## config.mk

```make
export PLATFORM = sky130hd
export DESIGN_NAME = audio_dma_register_interface
export DESIGN_NICKNAME = d
export VERILOG_FILES = /design/src/rtl/adri_pkg.sv /design/src/rtl/audio_dma_register_interface.sv /design/src/rtl/adri_div.sv /design/src/rtl/adri_ctrl.sv /design/src/rtl/adri_dp.sv
export SDC_FILE = /design/constraint.sdc
export NUM_CORES = 1
export LEC_CHECK = 0
export BUFFER_PORTS_ARGS = -buffer_cell sky130_fd_sc_hd__buf_2
export CORE_MARGIN = 2
export CORE_UTILIZATION = 64
export CTS_CLUSTER_SIZE = 10
export DETAILED_ROUTE_END_ITERATION = 8
export PLACE_DENSITY = 0.88
export RECOVER_POWER = 25
export SYNTH_ARGS = -nofsm -noshare
export SYNTH_HDL_FRONTEND = slang
export SYNTH_SLANG_ARGS = --single-unit
```

## constraint.sdc

```tcl
create_clock -name clk -period 12.3 [get_ports clk]
set_clock_uncertainty 0.2 [all_clocks]
set_input_delay 0.615 -clock clk [delete_from_list [all_inputs] [get_ports clk]]
set_output_delay 0.615 -clock clk [all_outputs]
set_load 0.005 [all_outputs]
```

## src/rtl/adri_pkg.sv

```systemverilog
package adri_pkg;

  // Queue depth default (the queue logic assumes two entries)
  localparam int QUEUE_DEPTH = 2;

  // Divider operand width (widest operand is the 27-bit system clock)
  localparam int DIV_W = 27;

  localparam int CFG_W  = 27;
  localparam int VFREQ_W = 26;
  localparam int SFREQ_W = 27;

  localparam logic [25:0] VFREQ_RESET = 26'd48681812;
  localparam logic [26:0] SFREQ_RESET = 27'd93750000;
  localparam logic [25:0] FREQ_RESET  = 26'd44100;

  // Configuration register indexes
  localparam logic CFG_VIDEO_FREQ  = 1'b0;
  localparam logic CFG_SYSTEM_FREQ = 1'b1;

  // Bus register indexes (address bits 4:2)
  typedef enum logic [2:0] {
    REG_DMA_ADDR = 3'd0,
    REG_DMA_LEN  = 3'd1,
    REG_ENABLE   = 3'd2,
    REG_IRQ_CLR  = 3'd3,
    REG_RATE     = 3'd4,
    REG_BITRATE  = 3'd5
  } reg_idx_t;

  typedef enum logic {
    DIV_FREQ   = 1'b0,
    DIV_PERIOD = 1'b1
  } div_sel_t;

  typedef enum logic [2:0] {
    ST_IDLE,
    ST_DECODE,
    ST_FREQ_DIV,
    ST_PERIOD_GO,
    ST_PERIOD_DIV
  } state_t;

  typedef struct packed {
    logic        command;
    logic [4:0]  address;
    logic [31:0] write_data;
  } cmd_t;

  typedef struct packed {
    logic [31:0] read_data;
    logic        irq_level;
    logic [25:0] dac_frequency;
    logic [26:0] dac_period;
    logic [4:0]  dac_precision;
    logic        frequency_changed;
  } result_t;

  // Controller -> datapath
  typedef struct packed {
    logic     capture;
    logic     div_go;
    div_sel_t div_sel;
    logic     freq_latch;
    logic     commit;
  } ctrl_cmd_t;

  // Datapath -> controller
  typedef struct packed {
    logic is_rate;
    logic div_done;
  } dp_status_t;

endpackage

```

## src/rtl/audio_dma_register_interface.sv

```systemverilog
// Timing: a plain register access is decoded and committed, then its result is registered
//   onto the ports; a rate write (register 4) first runs two bit-serial divisions
//   (frequency, then period) on one shared divider before its commit.
// The block takes no new item while one is in progress (busy is high).
// Reset (rst, synchronous, active high) restores the register file, the configuration and the queue.
// The result strobe lasts one cycle; the receiver cannot stall it.
module audio_dma_register_interface #(
  parameter int QUEUE_DEPTH = adri_pkg::QUEUE_DEPTH
) (
  input  logic                         clk,
  input  logic                         rst,
  // bus access item
  input  logic                         start,
  output logic                         busy,
  input  adri_pkg::cmd_t               cmd,
  // one result item per access
  output logic                         done,
  output adri_pkg::result_t            result,
  // configuration write port (video / system clock frequencies)
  input  logic                         cfg_write,
  input  logic                         cfg_index,
  input  logic [adri_pkg::CFG_W-1:0]   cfg_data
);

  adri_pkg::ctrl_cmd_t  ctl;
  adri_pkg::dp_status_t status;

  // Controller: sequences capture, the two divisions and the final commit.
  adri_ctrl u_ctrl (
    .clk    (clk),
    .rst    (rst),
    .start  (start),
    .status (status),
    .ctl    (ctl),
    .busy   (busy)
  );

  // Datapath: register file, DMA queue, divider and result register.
  // A new item can be taken in the cycle its predecessor's result is shown.
  adri_dp #(
    .QUEUE_DEPTH (QUEUE_DEPTH)
  ) u_dp (
    .clk       (clk),
    .rst       (rst),
    .cmd       (cmd),
    .ctl       (ctl),
    .status    (status),
    .cfg_write (cfg_write),
    .cfg_index (cfg_index),
    .cfg_data  (cfg_data),
    .done      (done),
    .result    (result)
  );

endmodule

```

## src/rtl/adri_div.sv

```systemverilog
module adri_div (
  input  logic                         clk,
  input  logic                         rst,
  input  logic                         go,
  input  logic [adri_pkg::DIV_W-1:0]   dividend,
  input  logic [adri_pkg::DIV_W-1:0]   divisor,
  output logic                         done,
  output logic [adri_pkg::DIV_W-1:0]   quotient
);

  localparam int W     = adri_pkg::DIV_W;
  localparam int CNT_W = $clog2(W);

  logic [W:0]       rem;
  logic [W-1:0]     quo;
  logic [W-1:0]     dvs;
  logic [CNT_W-1:0] cnt;
  logic             running;

  logic [W:0]       shifted;
  logic             fits;

  // restoring division, one quotient bit per cycle
  assign shifted = {rem[W-1:0], quo[W-1]};
  assign fits    = shifted >= {1'b0, dvs};

  always_ff @(posedge clk) begin
    if (rst) begin
      running <= 1'b0;
      done    <= 1'b0;
      cnt     <= '0;
    end else begin
      done <= 1'b0;
      if (go) begin
        running <= 1'b1;
        cnt     <= CNT_W'(W - 1);
      end else if (running) begin
        cnt <= cnt - 1'b1;
        if (cnt == '0) begin
          running <= 1'b0;
          done    <= 1'b1;
        end
      end
    end
  end

  always_ff @(posedge clk) begin
    if (go) begin
      rem <= '0;
      quo <= dividend;
      dvs <= divisor;
    end else if (running) begin
      rem <= fits ? shifted - {1'b0, dvs} : shifted;
      quo <= {quo[W-2:0], fits};
    end
  end

  assign quotient = quo;

endmodule

```

## src/rtl/adri_ctrl.sv

```systemverilog
module adri_ctrl (
  input  logic                   clk,
  input  logic                   rst,
  input  logic                   start,
  input  adri_pkg::dp_status_t   status,
  output adri_pkg::ctrl_cmd_t    ctl,
  output logic                   busy
);

  adri_pkg::state_t state, state_next;

  always_ff @(posedge clk) begin
    if (rst) begin
      state <= adri_pkg::ST_IDLE;
    end else begin
      state <= state_next;
    end
  end

  always_comb begin
    state_next = state;
    case (state)
      adri_pkg::ST_IDLE: begin
        if (start) state_next = adri_pkg::ST_DECODE;
      end
      adri_pkg::ST_DECODE: begin
        state_next = status.is_rate ? adri_pkg::ST_FREQ_DIV : adri_pkg::ST_IDLE;
      end
      adri_pkg::ST_FREQ_DIV: begin
        if (status.div_done) state_next = adri_pkg::ST_PERIOD_GO;
      end
      adri_pkg::ST_PERIOD_GO: begin
        state_next = adri_pkg::ST_PERIOD_DIV;
      end
      adri_pkg::ST_PERIOD_DIV: begin
        if (status.div_done) state_next = adri_pkg::ST_IDLE;
      end
      default: begin
        state_next = adri_pkg::ST_IDLE;
      end
    endcase
  end

  always_comb begin
    ctl        = '0;
    ctl.div_sel = adri_pkg::DIV_FREQ;
    busy       = 1'b1;
    case (state)
      adri_pkg::ST_IDLE: begin
        busy        = 1'b0;
        ctl.capture = start;
      end
      adri_pkg::ST_DECODE: begin
        ctl.div_go = status.is_rate;
        ctl.commit = !status.is_rate;
      end
      adri_pkg::ST_FREQ_DIV: begin
        ctl.freq_latch = status.div_done;
      end
      adri_pkg::ST_PERIOD_GO: begin
        ctl.div_go  = 1'b1;
        ctl.div_sel = adri_pkg::DIV_PERIOD;
      end
      adri_pkg::ST_PERIOD_DIV: begin
        ctl.div_sel = adri_pkg::DIV_PERIOD;
        ctl.commit  = status.div_done;
      end
      default: begin
        busy = 1'b1;
      end
    endcase
  end

endmodule

```

## src/rtl/adri_dp.sv

```systemverilog
module adri_dp #(
  parameter int QUEUE_DEPTH = adri_pkg::QUEUE_DEPTH
) (
  input  logic                         clk,
  input  logic                         rst,
  input  adri_pkg::cmd_t               cmd,
  input  adri_pkg::ctrl_cmd_t          ctl,
  output adri_pkg::dp_status_t         status,
  input  logic                         cfg_write,
  input  logic                         cfg_index,
  input  logic [adri_pkg::CFG_W-1:0]   cfg_data,
  output logic                         done,
  output adri_pkg::result_t            result
);

  localparam int FILL_W = $clog2(QUEUE_DEPTH + 1);
  localparam int IDX_W  = $clog2(QUEUE_DEPTH);
  localparam int DW     = adri_pkg::DIV_W;

  // configuration
  logic [adri_pkg::VFREQ_W-1:0] video_freq;
  logic [adri_pkg::SFREQ_W-1:0] system_freq;

  // captured access
  adri_pkg::cmd_t     cap;
  adri_pkg::reg_idx_t reg_sel;

  // architectural state; queue entries keep only the 8-byte aligned bits
  logic [20:0]       addr_q [QUEUE_DEPTH];
  logic [14:0]       len_q  [QUEUE_DEPTH];
  logic [FILL_W-1:0] fill;
  logic              dma_on;
  logic [13:0]       rate_div;
  logic [3:0]        bit_rate;
  logic [25:0]       cur_freq;
  logic [26:0]       cur_period;
  logic              irq;

  logic [20:0]       addr_q_next [QUEUE_DEPTH];
  logic [14:0]       len_q_next  [QUEUE_DEPTH];
  logic [FILL_W-1:0] fill_next;
  logic              dma_on_next;
  logic [13:0]       rate_div_next;
  logic [3:0]        bit_rate_next;
  logic [25:0]       cur_freq_next;
  logic [26:0]       cur_period_next;
  logic              irq_next;
  logic [31:0]       rd_next;
  logic              changed_next;

  logic [25:0]       new_freq;
  logic [IDX_W-1:0]  slot;
  logic              has_room;
  logic [31:0]       status_word;

  // divider
  logic [DW-1:0] div_dividend;
  logic [DW-1:0] div_divisor;
  logic          div_done;
  logic [DW-1:0] div_q;

  assign reg_sel = adri_pkg::reg_idx_t'(cap.address[4:2]);

  assign status.is_rate  = cap.command && (reg_sel == adri_pkg::REG_RATE);
  assign status.div_done = div_done;

  always_comb begin
    if (ctl.div_sel == adri_pkg::DIV_FREQ) begin
      div_dividend = DW'(video_freq);
      div_divisor  = DW'({1'b0, cap.write_data[13:0]} + 15'd1);
    end else begin
      div_dividend = DW'(system_freq);
      div_divisor  = DW'(new_freq);
    end
  end

  adri_div u_div (
    .clk      (clk),
    .rst      (rst),
    .go       (ctl.div_go),
    .dividend (div_dividend),
    .divisor  (div_divisor),
    .done     (div_done),
    .quotient (div_q)
  );

  assign slot     = fill[IDX_W-1:0];
  assign has_room = fill < FILL_W'(QUEUE_DEPTH);

  always_comb begin
    status_word     = 32'h0110_0000;
    status_word[0]  = fill > FILL_W'(1);
    status_word[31] = fill > FILL_W'(1);
    status_word[25] = dma_on;
    status_word[30] = fill > FILL_W'(0);
  end

  always_comb begin
    addr_q_next     = addr_q;
    len_q_next      = len_q;
    fill_next       = fill;
    dma_on_next     = dma_on;
    rate_div_next   = rate_div;
    bit_rate_next   = bit_rate;
    cur_freq_next   = cur_freq;
    cur_period_next = cur_period;
    irq_next        = irq;
    rd_next         = '0;
    changed_next    = 1'b0;
    if (!cap.command) begin
      rd_next = (reg_sel == adri_pkg::REG_IRQ_CLR) ? status_word
                                                   : {14'b0, len_q[0], 3'b000};
    end else begin
      case (reg_sel)
        adri_pkg::REG_DMA_ADDR: begin
          if (has_room) addr_q_next[slot] = cap.write_data[23:3];
        end
        adri_pkg::REG_DMA_LEN: begin
          if (has_room) begin
            if (fill == '0) irq_next = 1'b1;
            len_q_next[slot] = cap.write_data[17:3];
            fill_next        = fill + 1'b1;
          end
        end
        adri_pkg::REG_ENABLE: begin
          dma_on_next = cap.write_data[0];
        end
        adri_pkg::REG_IRQ_CLR: begin
          irq_next = 1'b0;
        end
        adri_pkg::REG_RATE: begin
          rate_div_next   = cap.write_data[13:0];
          cur_freq_next   = new_freq;
          cur_period_next = div_q;
          changed_next    = cur_freq != new_freq;
        end
        adri_pkg::REG_BITRATE: begin
          bit_rate_next = cap.write_data[3:0];
        end
        default: begin
        end
      endcase
    end
  end

  always_ff @(posedge clk) begin
    if (rst) begin
      video_freq  <= adri_pkg::VFREQ_RESET;
      system_freq <= adri_pkg::SFREQ_RESET;
    end else if (cfg_write) begin
      if (cfg_index == adri_pkg::CFG_VIDEO_FREQ) begin
        video_freq <= cfg_data[adri_pkg::VFREQ_W-1:0];
      end else begin
        system_freq <= cfg_data[adri_pkg::SFREQ_W-1:0];
      end
    end
  end

  always_ff @(posedge clk) begin
    if (ctl.capture) cap <= cmd;
    // quotient of video / (rate+1) fits 26 bits; clamp to at least 1
    if (ctl.freq_latch) new_freq <= (div_q == '0) ? 26'd1 : div_q[25:0];
  end

  always_ff @(posedge clk) begin
    if (rst) begin
      for (int i = 0; i < QUEUE_DEPTH; i++) begin
        addr_q[i] <= '0;
        len_q[i]  <= '0;
      end
      fill       <= '0;
      dma_on     <= 1'b0;
      rate_div   <= '0;
      bit_rate   <= '0;
      cur_freq   <= adri_pkg::FREQ_RESET;
      cur_period <= '0;
      irq        <= 1'b0;
      done       <= 1'b0;
    end else begin
      done <= ctl.commit;
      if (ctl.commit) begin
        addr_q     <= addr_q_next;
        len_q      <= len_q_next;
        fill       <= fill_next;
        dma_on     <= dma_on_next;
        rate_div   <= rate_div_next;
        bit_rate   <= bit_rate_next;
        cur_freq   <= cur_freq_next;
        cur_period <= cur_period_next;
        irq        <= irq_next;
      end
    end
  end

  always_ff @(posedge clk) begin
    if (ctl.commit) begin
      result.read_data         <= rd_next;
      result.irq_level         <= irq_next;
      result.dac_frequency     <= cur_freq_next;
      result.dac_period        <= cur_period_next;
      result.dac_precision     <= {1'b0, bit_rate_next} + 5'd1;
      result.frequency_changed <= changed_next;
    end
  end

endmodule

```

**Word-level counts from Yosys, hierarchy flattened**

Cells that the tools add are included.

- Add/subtract/negate cells: 5
- $lt $le $gt $ge: 6
- Eq/ne operators: 13
- Mux-type cells: 36
- Bitwise gates (word level): 4
- Reduce and logical (&&, ||, !) cells: 19

Operators with widths:

| operator | count |
|---|---|
| $mux 27 | 6 |
| $mux 26 | 3 |
| $bwmux 30 | 1 |
| $ge 28x27->1 | 1 |
| $logic_not 27->1 | 1 |
| $sub 27x27->27 | 1 |
| $ne 26x26->1 | 1 |
| $mux 25 | 1 |
| $add 14x1->15 const B | 1 |
| $demux 15 s1 | 1 |
| $mux 15 | 1 |
| $pmux 3 s5 | 1 |
| $eq 3x2->1 const B | 4 |
| $mux 1 | 11 |
| $mux 5 | 2 |
| $eq 3x3->1 const B | 3 |
| $mux 3 | 3 |
| $mux 4 | 2 |
| $reduce_or 2->1 | 4 |
| $eq 3x1->1 const B | 2 |
| $pmux 1 s2 | 3 |
| $reduce_and 2->1 | 3 |
| $reduce_and 3->1 | 2 |
| $add 4x1->5 const B | 1 |
| other kinds (19) | 24 |

- Flip-flop bits (word level): 378
- Input bits: 70
- Output and inout bits: 94
- Word-level logic and storage cells: 115

**Longest topological paths before layout**

Gate-level depths: netlist of run 1.

- Depth in word-level cells: 6
- Depth in mapped cells: 12
- Depth with buffers taken out: 11

**Cells and area by module**

From an unflattened synthesis of run 1, not the netlist that was laid out.

- Cell total of the unflattened synthesis: 1507
- Area, all modules: 16024.1 µm²

Modules (own cells, without submodules):

| module | instances | cells an instance | area each (µm²) | seq. area each (µm²) |
|---|---|---|---|---|
| adri_dp | 1 | 982 | 10780.3 | 6416.2 |
| adri_div | 1 | 500 | 5031.1 | 2302.2 |
| adri_ctrl | 1 | 25 | 212.7 | 60.1 |

**Least setup slack after synthesis of run 1**

OpenSTA, ideal clock, no wires.

- Path kind: register to register
- Start point: reg u_dp.cap[37] in the netlist's numbering
- End point: reg u_dp.result[0] (netlist name)
- Setup time: 0.474 ns
- Arrival: 3.577 ns
- Required time: 11.626 ns
- Setup slack: 8.049 ns
- Stages on the path, launching flop included: 8
- Path buffers: 2
- Period minus slack after synthesis: 4.251 ns
- Path through: edfxtp_1 -> nor4bb_1 -> nor3_1 -> a31oi_1 -> or2_1 -> clkbuf_1 -> inv_2 -> clkbuf_1

RTL lines:

| item | RTL line | source |
|---|---|---|
| start: declaration | adri_dp.sv:25 | `adri_pkg::cmd_t cap;` |
| start signal: assignment | adri_dp.sv:160 | `if (ctl.capture) cap <= cmd;` |

**Worst setup path after layout of run 1**

- Start point: in rst
- End point: reg u_dp.done

RTL lines:

| item | RTL line | source |
|---|---|---|
| start: declaration | audio_dma_register_interface.sv:11 | `input logic rst,` |
| end signal: assignment | adri_dp.sv:180 | `done <= ctl.commit;` |
| end: declaration | adri_dp.sv:12 | `output logic done,` |

No word-level cell between the ends.

==> results.yml, run 1 <==
final_layout:
  diodes: 0
  postLayoutCellArea_sq_um: 17540
  n_fill_cell: 1566
  layout_commonest_cell: "nand2_1"
  final_core_utilization_pct: 72.54
  fin_nets: 1720
  post_route_cells_drive_above_1_share_pct: 13.96
  synthesis_to_finish_area_growth_pct: 11.85
  commonest_cells_after_routing_fill_and_taps_aside: "nand2_1 (315), edfxtp_1 (180), dfxtp_1 (167), a21oi_1 (117), buf_2 (107)"
placed_design:
  routability_congestion_estimate_from_global_placement: 0.9108
  dp.final_hpwl_um: 23340
  place_area_sq_um: 16420
  place.port_buffers: 136
critical_path:
  worstSetupStartpointType: "input port"
  worst_setup_path_end_kind: "flop"
  criticalPathCategory: "input port to flop"
  cp_common_cell: "clkbuf_1"
  worst_path_max_delay_cell: "clkbuf_1"
  path_max_fanout: 95
  arrival_ns: 5.43
  cp.required_ns: 12.28
  critPathTopFamily: "buffers and inverters"
  reg2regPathDepth: 9
  timing.critical_path.depth: 3
  cp.buffers_inverters: 2
  max_stage_delay_ns: 2.88
  worstPathCellList: "clkbuf_1, clkbuf_1, nor2_1"
logic_synthesis:
  synth_cell_types: 64
  ys_warnings: 0
  synth_enable_flop_cells: 180
  dominant_cells_by_area_after_synthesis: "edfxtp_1 (34%), dfxtp_1 (21%), nand2_1 (7.5%)"
  ys_dominant_reg_cell: "edfxtp_1"
  async_reset_ff_share_pct: 0
  postSynthAreaPerCell_sq_um: 10.17
  synthCells: 1541
  netlist.top_cell.by_area: "edfxtp_1"
  netlist.area_leader.share_pct: 34.47
  syn-cell-area_sq_um: 15680
  synth_seq_cells: 347
  yosysSeqAreaShare_pct: 55.80
global_route:
  largest_net_degree_at_the_start_of_global_routing: 96
  global_route_usage_sum_pct: 28.51
  globalRoute.totalOverflow: 0
  first_pass_grt_wire_length_um: 59230
  vias_in_the_first_global_route: 11370
  antenna_found_initial: 0
clocking:
  cts_buffers: 41
  number_of_clock_sinks_seen_by_cts: 347
  cts_root_buffer: "clkbuf_16"
  cts_hold_buf: 0
  cts-htree-levels: 2
  clk_pin_slew_ns: 0.05
  worst_skew_pair.late_latency_ns: 0.52
  postCtsSetupRepairBufs: 0
  cts_buffer_depth: 3
  ctsResizeCount: 0
  cts_tree: "built"
timing:
  hold_slack_ns: 0.06781
  worst-slew-pin-transition_ns: 3.950
  final.setup.tns_ns: 0
  timing_max_transition_violations_final: 143
  period_minus_slack_ns: 5.452
  hold_violations: 0
  max_freq_mhz: 183.4
  rsz_0062_raised_after_global_routing: "false"
  layout_worst_path_cycle_share_pct: 44.32
  timing.slew.headroom_pct: -163.3
  number_of_setup_violations_in_the_final_report: 0
floorplanning:
  row_count: 57
  die_width_um: 160.5
  die-height_um: 160.5
  start_util_pct: 64.85
  coreArea_sq_um: 24180
  io-pin-count: 164
  die_area_sq_um: 25770
route:
  routed_wire_length_per_instance_um: 19.02
  drt_first_pass_iters: 5
  drc: 0
  drt.antenna.violating_nets: 0
  via_count: 11820
  wire_length_after_detailed_routing_um: 37490
  drt_first_iter_violations: 1249
  route.detailed.vias_per_inst: 5.995
power:
  leakage_nw: 6.793
  power.density_nw_per_um2: 166.9
  vdd.ir_drop.worst_v: 0.0001148
job:
  max_cap_viol_count: 2
status:
  outcome: "finished with violations"
  failing_checks: "max-capacitance violations, max-slew violations"
worst_hold_path:
  min-delay-path-class: "input port to flop"
  timing.hold.worst_path_depth: 1
[cells by family (layout without fill, tap and decap cells)]
| family | after synthesis | count (layout) | synth area share (%) |
|---|---|---|---|
| simple gates | 554 | 554 | 16.28 |
| mux | 106 | 106 | 7.206 |
| compound gates | 275 | 275 | 10.42 |
| flops | 347 | 347 | 55.80 |
| buf+inv | 168 | 264 | 4.405 |
| fa+ha+maj | 33 | 33 | 2.681 |
| other cells | 1 | 11 | 0.02392 |
| xor+xnor | 57 | 57 | 3.184 |
[per-stage QoR]
| step | power (W) | instances | setup WS (ns) |
|---|---|---|---|
| 2_1_floorplan | 0.001741 | 1551 | 8.049 |
| 3_3_place_gp | 0.001843 | 1898 | 8.444 |
| 3_5_place_dp | 0.001861 | 1898 | 8.370 |
| 4_1_cts | 0.002927 | 1971 | 8.295 |
| 5_1_grt | 0.003042 | 1971 | 6.499 |
| 6_report | 0.002928 | 1971 | 6.848 |
[registers in the layout, summed over array words and instances (netlist names), 2 cells and up]
signal,count
u_dp.result,79
u_dp.cur_period,27
u_dp.system_freq,27
u_dp.u_div.quotient,27
u_dp.u_div.rem,27
u_dp.cur_freq,26
u_dp.new_freq,26
u_dp.u_div.dvs,26
u_dp.video_freq,26
u_dp.cap,22
u_dp.len_q,15
u_dp.u_div.cnt,5
u_dp.bit_rate,4
u_ctrl.state,3
u_dp.fill,2
[cell usage after synthesis, types with 15 or more instances]
library cell  count
dfxtp_1         167
nand3_1          20
a21o_1           17
nor3_1           20
nor2_1           61
mux2_2           55
edfxtp_1        180
nand2_1         315
nand3b_1         33
and2_1           30
xnor2_1          24
inv_1            42
o21ai_0          62
buf_4            15
xor2_1           33
a21oi_1         117
ha_1             32
clkbuf_1        103
a31oi_1          17
mux2i_1          51
nand2b_1         15
[per-layer routing]
layer	global-route usage, %	routed length [um]	up-vias
met3	4.313	2649	116
met5	0	0	-
met1	36.56	14670	5626
met4	12.24	1428	0
met2	48.53	18750	569
li1	-	-	5506
[worst paths after layout]
path / slack, ns / from / endpoint
setup / recovery: 6.85 / rst / u_dp.done
hold / removal: 0.07 / cmd[8] / u_dp.cap[8]
setup reg to reg: 8.20 / u_dp.cap[37] / u_dp.len_q[24]
hold reg to reg: 0.25 / u_dp.system_freq[8] / u_dp.system_freq[8]
[where the power goes]
part / switching, W / leakage [nW] / internal (W)
sequential: 0.0000497 / 3.02 / 0.00129
clock: 0.000449 / 0.562 / 0.000630
combinational: 0.000313 / 3.21 / 0.000201
total: 0.000811 / 6.79 / 0.00212
[cell type report]
| class | count | area (sq um) | share of cell area [%] |
|---|---|---|---|
| Inverter | 43 | 163.9 | 0.9346 |
| Sequential cell | 347 | 8748 | 49.89 |
| Timing Repair Buffer | 148 | 726.9 | 4.145 |
| Multi-Input combinational cell | 1036 | 6320 | 36.04 |
| Clock buffer | 69 | 1141 | 6.507 |
| Tap cell | 324 | 405.4 | 2.312 |
| Clock inverter | 4 | 31.28 | 0.1784 |
(Power assumes the default switching activity.)
==> inputs of run 2 (changes only) <==
Settings changed: ABC_AREA from default to 1, CORE_UTILIZATION 64 to 54, PLACE_DENSITY 0.88 to 0.79.
Clock period 12.3 ns to 4.9 ns, I/O delays scaled along.
==> run 2 against run 1 <==
The run now ends clean. First-iteration DRC count grew 6.7%. Sequential power grew to 2.5 times the previous value. Synthesized cell count grew 27%. Via count rose by 15%. Total power grew to 2.6 times the previous value. Worst hold slack worse by 0.016 ns. Largest power group unchanged. Critical endpoint is now u_dp.len_q[26]. Critical path depth up 4. Combinational power increased by 150%. Die area up 23%. Flip-flop and latch count unchanged. Global-route usage decreased by 3.0 points. Setup slack got worse by 6.0 ns.
==> results.yml, run 2 <==
placed_design:
  place_area_sq_um: 17100
  dp.final_hpwl_um: 26470
  routability_congestion_estimate_from_global_placement: 0.8845
  place.port_buffers: 136
logic_synthesis:
  synth_compound_area_share_pct: 9.884
  synth_top_family_by_area: "simple AND/OR/NAND/NOR gates"
  netlist.area_leader.share_pct: 33.07
  synthCells: 1959
  post_synth_most_frequent_cells: "nand2_1 (438), inv_1 (262), edfxtp_1 (180)"
  ys_warnings: 0
  syn-cell-area_sq_um: 16340
  synth_seq_cells: 347
  async_reset_ff_share_pct: 0
  synth_mux_area_share_pct: 0
  postSynthAreaPerCell_sq_um: 8.343
  netlist.top_cell.by_area: "edfxtp_1"
  ys_dominant_reg_cell: "edfxtp_1"
  synthesized_area_fraction_occupied_by_adder_cells_pct: 2.572
  post-synth-top-count-cell: "nand2_1"
  synth_cell_types: 48
  synth-simple-area-share_pct: 22.30
  yosysSeqAreaShare_pct: 53.53
  synth_enable_flop_cells: 180
  synth_xor_xnor_area_share_pct: 1.983
  dominant_cells_by_area_after_synthesis: "edfxtp_1 (33%), dfxtp_1 (20%), nand2_1 (10%)"
status:
  outcome: "complete, no violations"
critical_path:
  path_max_fanout: 63
  worst-r2r-setup-slack_ns: 0.88
  criticalPathCategory: "flop to flop"
  cp.required_ns: 5.14
  arrival_ns: 4.26
  worstSetupStartpointType: "flop"
  worst_setup_path_end_kind: "flop"
route:
  route.detailed.vias_per_inst: 5.392
  drt_first_pass_iters: 8
  via_count: 13580
  wire_length_after_detailed_routing_um: 41130
  drt_first_iter_violations: 1333
  drc: 0
  drt.antenna.violating_nets: 0
  routed_wire_length_per_instance_um: 16.34
floorplanning:
  row_count: 63
  start_util_pct: 55.00
  die_area_sq_um: 31670
  coreArea_sq_um: 29720
  die-height_um: 178.0
  io-pin-count: 164
  die_width_um: 178.0
final_layout:
  fin_nets: 2199
  layout_commonest_cell: "nand2_1"
  diodes: 0
  largest-register: "u_dp.result"
  post_route_cells_drive_above_1_share_pct: 9.915
  postLayoutCellArea_sq_um: 18770
  synthesis_to_finish_area_growth_pct: 14.83
  commonest_cells_after_routing_fill_and_taps_aside: "nand2_1 (437), inv_1 (262), edfxtp_1 (180), dfxtp_1 (167), nor2_1 (166)"
  number_of_flip_flops_in_the_largest_register: 79
clocking:
  cts_tree: "built"
  postCtsSetupRepairBufs: 0
  cts_root_buffer: "clkbuf_16"
  worst_skew_pair.late_latency_ns: 0.54
  clk_pin_slew_ns: 0.06
  ctsResizeCount: 0
  number_of_clock_sinks_seen_by_cts: 347
  cts_hold_buf: 51
  cts_buffers: 41
  cts-htree-levels: 2
  cts_buffer_depth: 3
timing:
  timing_max_transition_violations_final: 0
  number_of_setup_violations_in_the_final_report: 0
  layout_worst_path_cycle_share_pct: 82.10
  hold_slack_ns: 0.05156
  worst-slew-pin-transition_ns: 1.448
  period_minus_slack_ns: 4.023
  final.setup.tns_ns: 0
  timing.slew.headroom_pct: 3.466
  rsz_0062_raised_after_global_routing: "false"
  max_freq_mhz: 248.6
  hold_violations: 0
global_route:
  largest_net_degree_at_the_start_of_global_routing: 128
  globalRoute.totalOverflow: 0
  antenna_found_initial: 0
  vias_in_the_first_global_route: 12580
  global_route_usage_sum_pct: 25.47
  first_pass_grt_wire_length_um: 63960
power:
  vdd.ir_drop.worst_v: 0.0002604
  power.density_nw_per_um2: 398.3
  leakage_nw: 8.508
worst_hold_path:
  min-delay-path-class: "input port to flop"
job:
  max_cap_viol_count: 0
==> run 2: through the flow <==
step	setup WS [ns]	power, W	utilization [%]	instances
6_report	0.8769	0.007476	63.15	2518
2_1_floorplan	2.253	0.004354	-	1969
3_3_place_gp	1.075	0.004629	57.53	2392
4_1_cts	0.9539	0.007478	63.39	2518
5_1_grt	0.6314	0.007796	63.15	2518
3_5_place_dp	0.9939	0.004669	57.53	2392
==> run 2: cells by family (layout without fill, tap and decap cells) <==
| group | after synthesis | after routing |
|---|---|---|
| AND/OR/NAND/NOR | 840 | 840 |
| buffers and inverters | 391 | 550 |
| flip-flops | 347 | 347 |
| AO/OA/AOI/OAI | 310 | 310 |
| XOR/XNOR | 37 | 37 |
| adder cells (fa/ha/maj) | 33 | 33 |
| other | 1 | 11 |
==> run 2: path summary, 6_finish.rpt <==
check	startpoint	to	cells after the start
worst min-delay path	cfg_index	u_dp.video_freq[21]	5
worst min register to register	u_dp.len_q[20]	u_dp.len_q[20]	2
worst max register to register	u_dp.cap[34]	u_dp.len_q[26]	7
worst max-delay path	u_dp.cap[34]	u_dp.len_q[26]	7
==> run 2: area by class of cell <==
class / count / area (sq um)
clock buffer: 71 / 1181
clock inverter: 4 / 47.55
fill: 2428 / 10950
inverter: 277 / 1040
multi-input combinational: 1231 / 6058
sequential: 347 / 8748
tap: 390 / 488.0
timing repair buffer: 198 / 1204
==> run 2: metal layers <==
layer	wire (um)	global-route usage [%]	share of wire [%]
met1	16910	33.14	41
met2	19970	43.06	49
met3	2996	4.007	7.3
met4	1258	9.358	3.1
met5	0	0	0
==> run 2: power by group <==
part	switching, W	internal (W)
combinational	0.000800	0.000462
sequential	0.000122	0.00329
clock	0.00116	0.00164
total	0.00209	0.00539
==> run 2: worst max-delay path, stage by stage (launching register included) <==
cell and delay (ns):
edfxtp_1 0.46, nor3_4 0.87, inv_2 0.69, nand2_1 0.30, nand2_4 0.21, nand3_1 0.77, o21ai_0 0.16, a21oi_1 0.19
